**config.mk**
```make
export PLATFORM = sky130hd
export DESIGN_NAME = vfc_seq
export DESIGN_NICKNAME = d
export VERILOG_FILES = /design/src/hw/rtl/vfc_pkg.sv /design/src/hw/rtl/vfc_seq.sv
export SDC_FILE = /design/constraint.sdc
export NUM_CORES = 1
export LEC_CHECK = 0
export BUFFER_PORTS_ARGS = -buffer_cell sky130_fd_sc_hd__buf_4
export CELL_PAD_IN_SITES_DETAIL_PLACEMENT = 0
export CELL_PAD_IN_SITES_GLOBAL_PLACEMENT = 1
export CORE_AREA = 3 3 40 42
export DETAILED_ROUTE_END_ITERATION = 10
export DIE_AREA = 0 0 43 45
export HOLD_SLACK_MARGIN = 0.03
export PLACE_DENSITY_LB_ADDON = 0.25
export SETUP_SLACK_MARGIN = 0.5
export SYNTH_ARGS = -nofsm -noshare
export SYNTH_HDL_FRONTEND = slang
export SYNTH_SLANG_ARGS = --single-unit
```
**constraint.sdc**
```tcl
create_clock -name clk -period 3.1 [get_ports clk]
set_input_delay 0.775 -clock clk [delete_from_list [all_inputs] [get_ports clk]]
set_output_delay 0.775 -clock clk [all_outputs]
set_load 0.01 [all_outputs]
```
**src/hw/rtl/vfc_pkg.sv**
```systemverilog
// Package: shared types, constants and microcode for the voxel face mesher
package vfc_pkg;

  localparam int CHUNK_EDGE  = 32;
  localparam int BLOCK_TYPES = 256;
  localparam int FACES       = 6;
  localparam int CORNERS     = 6;
  localparam int TEX_DEPTH   = BLOCK_TYPES * FACES;
  localparam int TEX_AW      = $clog2(TEX_DEPTH);
  localparam int FACE_W      = $clog2(FACES);
  localparam int CORNER_W    = $clog2(CORNERS);
  localparam int CFG_IW      = 1;

  localparam logic [2:0] OP_MESH      = 3'd0;
  localparam logic [2:0] OP_WR_FIRST  = 3'd1;
  localparam logic [2:0] OP_WR_LAST   = 3'd6;

  localparam logic [CFG_IW-1:0] REG_AIR_ID   = 1'd0;
  localparam logic [CFG_IW-1:0] REG_GLASS_ID = 1'd1;

  typedef struct packed {
    logic [2:0] op;
    logic [4:0] voxel_x;
    logic [4:0] voxel_y;
    logic [4:0] voxel_z;
    logic [7:0] block_id;
    logic [7:0] neighbor_neg_x;
    logic [7:0] neighbor_pos_x;
    logic [7:0] neighbor_neg_y;
    logic [7:0] neighbor_pos_y;
    logic [7:0] neighbor_neg_z;
    logic [7:0] neighbor_pos_z;
    logic [7:0] texture_value;
  } in_item_t;

  typedef struct packed {
    logic [30:0] vertex_word;
    logic        last_vertex;
  } out_item_t;

  // Corner entry: {dx, dy, dz, u, v}; faces in scan order -x, +x, -z, +z, -y, +y
  localparam logic [4:0] CORNER_TAB [FACES][CORNERS] = '{
    '{5'b00000, 5'b01111, 5'b01001, 5'b00000, 5'b00110, 5'b01111},
    '{5'b10010, 5'b11101, 5'b10100, 5'b10010, 5'b11011, 5'b11101},
    '{5'b00000, 5'b11011, 5'b10010, 5'b00000, 5'b01001, 5'b11011},
    '{5'b00100, 5'b10110, 5'b11111, 5'b00100, 5'b11111, 5'b01101},
    '{5'b00000, 5'b10010, 5'b10111, 5'b00000, 5'b10111, 5'b00101},
    '{5'b01001, 5'b01100, 5'b11110, 5'b01001, 5'b11110, 5'b11011}
  };
  localparam logic [2:0] NORMAL_TAB [FACES] = '{3'd3, 3'd2, 3'd5, 3'd4, 3'd1, 3'd0};
  localparam logic [2:0] COLUMN_TAB [FACES] = '{3'd0, 3'd1, 3'd4, 3'd5, 3'd3, 3'd2};

  // Sequencer steps
  typedef enum logic [1:0] {
    S_IDLE,
    S_FIND,
    S_EMIT
  } step_t;

  typedef enum logic [2:0] {
    C_NEVER,
    C_ALWAYS,
    C_START,
    C_FACE_DONE,
    C_LAST_DONE
  } cond_t;

  typedef struct packed {
    logic acc_en;
    logic find_en;
    logic emit_en;
  } ctrl_t;

  typedef struct packed {
    logic start;
    logic face_done;
    logic last_done;
  } flags_t;

  // One control word: datapath enables and two prioritized jumps
  typedef struct packed {
    ctrl_t ctrl;
    cond_t cond_a;
    step_t jump_a;
    cond_t cond_b;
    step_t jump_b;
  } cw_t;

  function automatic cw_t ucode(input step_t step);
    cw_t cw;
    unique case (step)
      S_IDLE:  cw = '{ctrl: '{1'b1, 1'b0, 1'b0}, cond_a: C_START, jump_a: S_FIND,
                      cond_b: C_NEVER, jump_b: S_IDLE};
      S_FIND:  cw = '{ctrl: '{1'b0, 1'b1, 1'b0}, cond_a: C_ALWAYS, jump_a: S_EMIT,
                      cond_b: C_NEVER, jump_b: S_IDLE};
      S_EMIT:  cw = '{ctrl: '{1'b0, 1'b0, 1'b1}, cond_a: C_LAST_DONE, jump_a: S_IDLE,
                      cond_b: C_FACE_DONE, jump_b: S_FIND};
      default: cw = '{ctrl: '{1'b1, 1'b0, 1'b0}, cond_a: C_ALWAYS, jump_a: S_IDLE,
                      cond_b: C_NEVER, jump_b: S_IDLE};
    endcase
    return cw;
  endfunction

  function automatic logic cond_true(input cond_t c, input flags_t f);
    logic r;
    unique case (c)
      C_NEVER:     r = 1'b0;
      C_ALWAYS:    r = 1'b1;
      C_START:     r = f.start;
      C_FACE_DONE: r = f.face_done;
      C_LAST_DONE: r = f.last_done;
      default:     r = 1'b0;
    endcase
    return r;
  endfunction

endpackage

```
**src/hw/rtl/vfc_seq.sv**
```systemverilog
// Microcoded sequencer: step register, control store and jump logic
module vfc_seq
  import vfc_pkg::*;
(
  input  logic   clk,
  input  logic   rst_n,
  input  flags_t flags,
  output ctrl_t  ctrl
);

  step_t step_r, step_nxt;
  cw_t   cw;

  assign cw = ucode(step_r);

  always_comb begin
    priority if (cond_true(cw.cond_a, flags)) begin
      step_nxt = cw.jump_a;
    end else if (cond_true(cw.cond_b, flags)) begin
      step_nxt = cw.jump_b;
    end else begin
      step_nxt = step_r;
    end
  end

  always_comb begin
    ctrl = cw.ctrl;
  end

  always_ff @(posedge clk) begin
    if (!rst_n) begin
      step_r <= S_IDLE;
    end else begin
      step_r <= step_nxt;
    end
  end

endmodule

```
Word-level counts from Yosys, hierarchy flattened:

Index checks and enable logic that the tools add are counted.

* register bits after elaboration: 2
* latch bits: 0
* RAM bits: 0
* ROM bits: 0
* bits of input ports: 5
* output and inout port bits: 3
* logic and storage cells: 19
* memories: 0

* add/sub/neg operators: 0
* $mul: 0
* divide/modulo/power cells: 0
* $lt $le $gt $ge: 0
* equality and inequality tests: 10
* shifts and indexed selects: 0
* mux-type cells: 6
* bitwise logic cells: 0
* reduce and logical (&&, ||, !) cells: 2

Operator list (count)
* $pmux 13 s3: 1
* $eq 3x2->1 const B: 4
* $pmux 1 s4: 2
* $eq 3x1->1 const B: 2
* $eq 3x3->1 const B: 2
* $mux 2: 2
* $eq 2x1->1 const B: 1
* $eq 2x2->1 const B: 1
* $logic_not 2->1: 1
* $reduce_bool 2->1: 1
* $mux 1: 1

Depth between registers and ports, before layout:

Gate-level depths: netlist of run 1.

* word-level depth: 7
* depth in mapped cells: 5
* gate-level depth less buffers: 5

Least setup slack after synthesis of run 1:

Ideal clock, no wire load.

* path type: register -> output
* start point: register step_r[1]
* end point: output port ctrl[1] (netlist bit)
* arrival time: 800 ps
* data required time: 2325 ps
* slack: 1525 ps
* cell stages (with the launch flop): 4
* path buffers: 1
* path through: dfxtp_1 > inv_1 > ha_1 > buf_4

RTL lines
* start: declaration: line vfc_seq.sv:11 `step_t step_r, step_nxt;`
* start signal: assignment: line vfc_seq.sv:34 `step_r <= step_nxt;`
* end: declaration: line vfc_seq.sv:8 `output ctrl_t ctrl`

==> impl_metrics.ini, run 1 <==
[outcome]
status = finished, final reports clean

[min_path]
min-delay-path-class = reg2reg

[placed_design]
hpwl_um = 306
gp_congestion = 0.655
post_dp_cell_area_sq_um = 269
portBuffers = 7
pre_cts_slack_ps = 1400
dpl.cell_count = 44

[clock_network]
cts_buffers = 3
root_buffer = clkbuf_4
htree_levels = 1
cts_tree = yes
ctsHoldBuffers = 0
cts_resized = 0
cts_max_path_buffers = 2
clk_pin_slew_ps = 30
cts_setup_buffers = 0
clk_latency_ps = 230
cts_sinks = 2

[power_and_ir_drop]
pwr_density_cell_mw_per_mm2 = 874
p_leak_nw = 0.152
ir_drop_mv = 0.233
total_power_mw = 0.255

[sta]
skew_ps = 4.28
period_needed_ps = 1940
slew_headroom_pct = 77.2
final_max_slew_viol_count = 0
max_freq_ghz = 0.516
worst_pin_slew_ps = 342
finalCritPeriodShare_pct = 62.5
hold_viol_final = 0
whs_ps = 580
rsz0062_at_grt = false
setup_ws_ps = 1160
setup_tns_ps = 0
final-setup-viol-count = 0

[route]
drc = 0
wl_per_cell_um = 8.81
drt_iter0_drc = 3
routed_wl_um = 414
vias = 177
avgViaCountPerCell = 3.77
ant_nets = 0
drt-pass1-iter-count = 3

[setup_path]
critPathTopFamily = flip-flops
max_stage_delay_ps = 390
end_kind = primary output
crit_path_frequent_cell = inv_1
start_kind = register
path_cells = inv_1 -> ha_1 -> inv_1 -> buf_4
crit_arrival_ps = 1160
cp.required_ps = 2320
crit_type = reg2out
path_buf_inv = 3
cp_slowest_cell = dfxtp_1
cp_max_fo = 5

[synthesis]
synth_edf_count = 0
syn_nets = 34
seq_area_frac_synth_pct = 19.5
synthCells = 23
synth_area_sq_um = 205
async_flop_share_pct = 0
ys_types = 13
dominantRegCellSynth = dfxtp_1
ys_warn_count = 0
yosys_register_bits = 2
synth.avg_cell_area_sq_um = 8.92

[floorplan]
dieArea_sq_mm = 0.00194
die_x_um = 43
ioPinCount = 8
rows = 13
die_h_um = 45
initial_utilization_pct = 16.0
core_area_sq_mm = 0.00128

[cells_and_area]
reg.largest.list = step_r: 2 flops
largest_reg_flops = 2
n_fill_cell = 139
finalInstanceArea_sq_um = 292
layoutNonFillerInstCount = 47
n_antenna_cell = 0
regMostFlops = step_r
syn_to_final_growth_pct = 42.1
drive_gt1_share_pct = 34.4
nets = 45
fin_util_pct = 22.7

[global_route]
grt_max_degree = 6
grt_pass1_vias = 187
grtUsageMet1_pct = 6.95
use_met3_pct = 4.38
globalRoute.totalOverflow = 0
met2_usage_pct = 6.29
busiest_layer = met1
antenna_found_initial = 0
grt_pass1_wl_um = 752
grtUsageTotal_pct = 5.32

[job]
maxCapViolations = 0
==> cell usage in the layout (no fill, tap or decap) <==
| cell | instances |
|---|---|
| buf_4 | 7 |
| a41o_1 | 1 |
| ha_1 | 6 |
| inv_1 | 4 |
| or2_4 | 1 |
| a22oi_1 | 1 |
| nor3_1 | 1 |
| a21o_1 | 1 |
| clkbuf_4 | 3 |
| dfxtp_1 | 2 |
| a31oi_1 | 2 |
| nor2_1 | 1 |
| nand2_1 | 1 |
| o221ai_1 | 1 |
==> final cells by class <==
type                       count  area, sq um  share of cell area (%)
multi-input combinational     16          143                    48.9
timing repair buffer           7         52.6                    18.0
sequential                     2         40.0                    13.7
clock buffer                   3         22.5                    7.73
tap                           15         18.8                    6.44
inverter                       4         15.0                    5.15
==> final timing paths <==
kind                                start         to  slack (ps)  cells past startpoint
worst max-delay path            step_r[1]    ctrl[2]        1160                      4
worst min-delay path            step_r[1]  step_r[1]         580                      1
worst max register to register  step_r[1]  step_r[1]        1630                      5
worst min register to register  step_r[1]  step_r[1]         580                      1
==> synthesized netlist by cell type (2+ instances only) <==
cell type	instances	area share (%)
a31oi_1	2	6.1
inv_1	4	7.3
ha_1	6	37
dfxtp_1	2	20
==> worst reg2reg max path, stage by stage, from the launching register on <==
cell and delay, ps:
dfxtp_1 390, inv_1 100, ha_1 200, or2_4 260
a21o_1 190, a41o_1 220
==> where the power goes <==
| group | internal [mW] | switching (mW) | leakage [nW] | total [mW] |
|---|---|---|---|---|
| Combinational | 0.0748 | 0.0738 | 0.121 | 0.149 |
| Sequential | 0.0363 | 0.0108 | 0.0165 | 0.0470 |
| Clock | 0.0428 | 0.0164 | 0.0138 | 0.0593 |
| Total | 0.154 | 0.101 | 0.152 | 0.255 |
==> routing by layer <==
metal	vias up	share of wire, %
met1	71	51
met5	-	0
met3	0	14
met4	0	0
li1	97	-
met2	9	35
==> kinds of logic after synthesis <==
family / count (synthesis) / synth area share, %
AND/OR/NAND/NOR: 4 / 10.4
flip-flops: 2 / 19.5
adder cells (fa/ha/maj): 6 / 36.6
buffers and inverters: 5 / 11.0
AO/OA/AOI/OAI: 6 / 22.6
Power figures use the tool's default switching activity.
==> run 2, diff against run 1 <==
==> constraint.sdc (replaced) <==
create_clock -name clk -period 1.6 [get_ports clk]
set_input_delay 0.4 -clock clk [delete_from_list [all_inputs] [get_ports clk]]
set_output_delay 0.4 -clock clk [all_outputs]
set_load 0.01 [all_outputs]
==> impl_metrics.ini, run 2 (same netlist as run 1, synthesis figures left out) <==
[floorplan]
rows = 13
die_x_um = 43
dieArea_sq_mm = 0.00194
die_h_um = 45
initial_utilization_pct = 16.0
ioPinCount = 8
core_area_sq_mm = 0.00128

[setup_path]
cp_max_fo = 3
end_kind = primary output
cp.required_ps = 1200
crit_type = reg2out
max_stage_delay_ps = 360
path_cells = inv_4 -> ha_4 -> inv_2 -> buf_6
start_kind = register
path_buf_inv = 3
cp_slowest_cell = dfxtp_4
r2r_cells = 6
critPathTopFamily = flip-flops
cp.depth = 4
crit_arrival_ps = 1030

[global_route]
globalRoute.totalOverflow = 0
grtUsageTotal_pct = 6.73
grt_pass1_wl_um = 952
antenna_found_initial = 0
grt_pass1_vias = 235
grt_max_degree = 6

[sta]
skew_ps = 13.3
slew_headroom_pct = 83.5
hold_viol_final = 0
finalCritPeriodShare_pct = 89.5
max_freq_ghz = 0.698
setup_tns_ps = 0
rsz0062_at_grt = true
final-setup-viol-count = 0
period_needed_ps = 1430
setup_ws_ps = 168
whs_ps = 445
worst_pin_slew_ps = 248
final_max_slew_viol_count = 0

[route]
wl_per_cell_um = 10.5
avgViaCountPerCell = 4.21
drt-pass1-iter-count = 2
vias = 219
drc = 0
drt_iter0_drc = 1
routed_wl_um = 544
ant_nets = 0

[cells_and_area]
largest_reg_flops = 2
fin_util_pct = 31.4
regMostFlops = step_r
reg.largest.list = step_r: 2 flops
drive_gt1_share_pct = 70.3
nets = 49
layout_commonest_cell = buf_4
n_antenna_cell = 0
finalInstanceArea_sq_um = 403
syn_to_final_growth_pct = 96.3
mostFrequentLayoutCells = buf_4 (7), buf_6 (4), ha_4 (3), clkbuf_4 (3)

[power_and_ir_drop]
p_leak_nw = 0.179
pwr_density_cell_mw_per_mm2 = 1790
ir_drop_mv = 0.576

[clock_network]
clk_latency_ps = 240
cts_max_path_buffers = 2
root_buffer = clkbuf_4
ctsHoldBuffers = 0
cts_tree = yes
htree_levels = 1
cts_buffers = 3
clk_pin_slew_ps = 40
cts_sinks = 2

[job]
maxCapViolations = 0

[placed_design]
gp_congestion = 0.672
portBuffers = 7
pre_cts_slack_ps = 284
post_dp_cell_area_sq_um = 309

[min_path]
min-delay-path-class = in2reg
hold_depth = 2

[outcome]
status = finished, final reports clean
## run 2: power breakdown
| part | switching, mW | leakage, nW | internal, mW |
|---|---|---|---|
| sequential | 0.0311 | 0.0178 | 0.0816 |
| combinational | 0.210 | 0.146 | 0.267 |
| clock | 0.0377 | 0.0150 | 0.0931 |
## run 2: per-layer routing
metal  part of all wire [%]  up-vias  global-route usage (%)
met2                     55        9                    12.9
li1                       -      106                       -
met1                     33      102                    5.76
met4                    2.9        0                    5.42
met5                      0        -                       0
met3                    8.6        2                    1.99
## run 2: worst paths after layout
kind	startpoint	end	slack, ps
hold / removal	rst_n	step_r[1]	440
hold reg to reg	step_r[0]	step_r[0]	570
setup / recovery	step_r[1]	ctrl[2]	170
setup reg to reg	step_r[0]	step_r[1]	210
## run 2: cell type report
cell class                      count  area [sq um]
Tap cell                           15          18.8
Clock buffer                        4          26.3
Timing Repair Buffer               11          97.6
Fill cell                         145           882
Sequential cell                     2          47.5
Multi-Input combinational cell     16           190
Inverter                            4          22.5
## run 2: repair_timing
item | 4_1_cts | 5_1_grt
endpoints found under the setup margin | 5 | 5
buffers inserted | 2 | 2
pin swaps | 1 | 6
resized for setup | 6 | 3
endpoints found under the hold margin | 0 | 0
## run 2: metrics by stage
step / total power [mW] / cells
final: 0.720 / 52
after global routing: 0.786 / 52
after CTS: 0.683 / 50
after detailed placement: 0.458 / 44
after global placement: 0.459 / 44
after floorplan: 0.370 / 23
## run 2: worst register-to-register path: stages (launching register included)
cell     delay [ps]
dfxtp_4         370
inv_6            50
buf_6           110
ha_4            150
or2_4           250
a21o_1          200
a41o_1          170
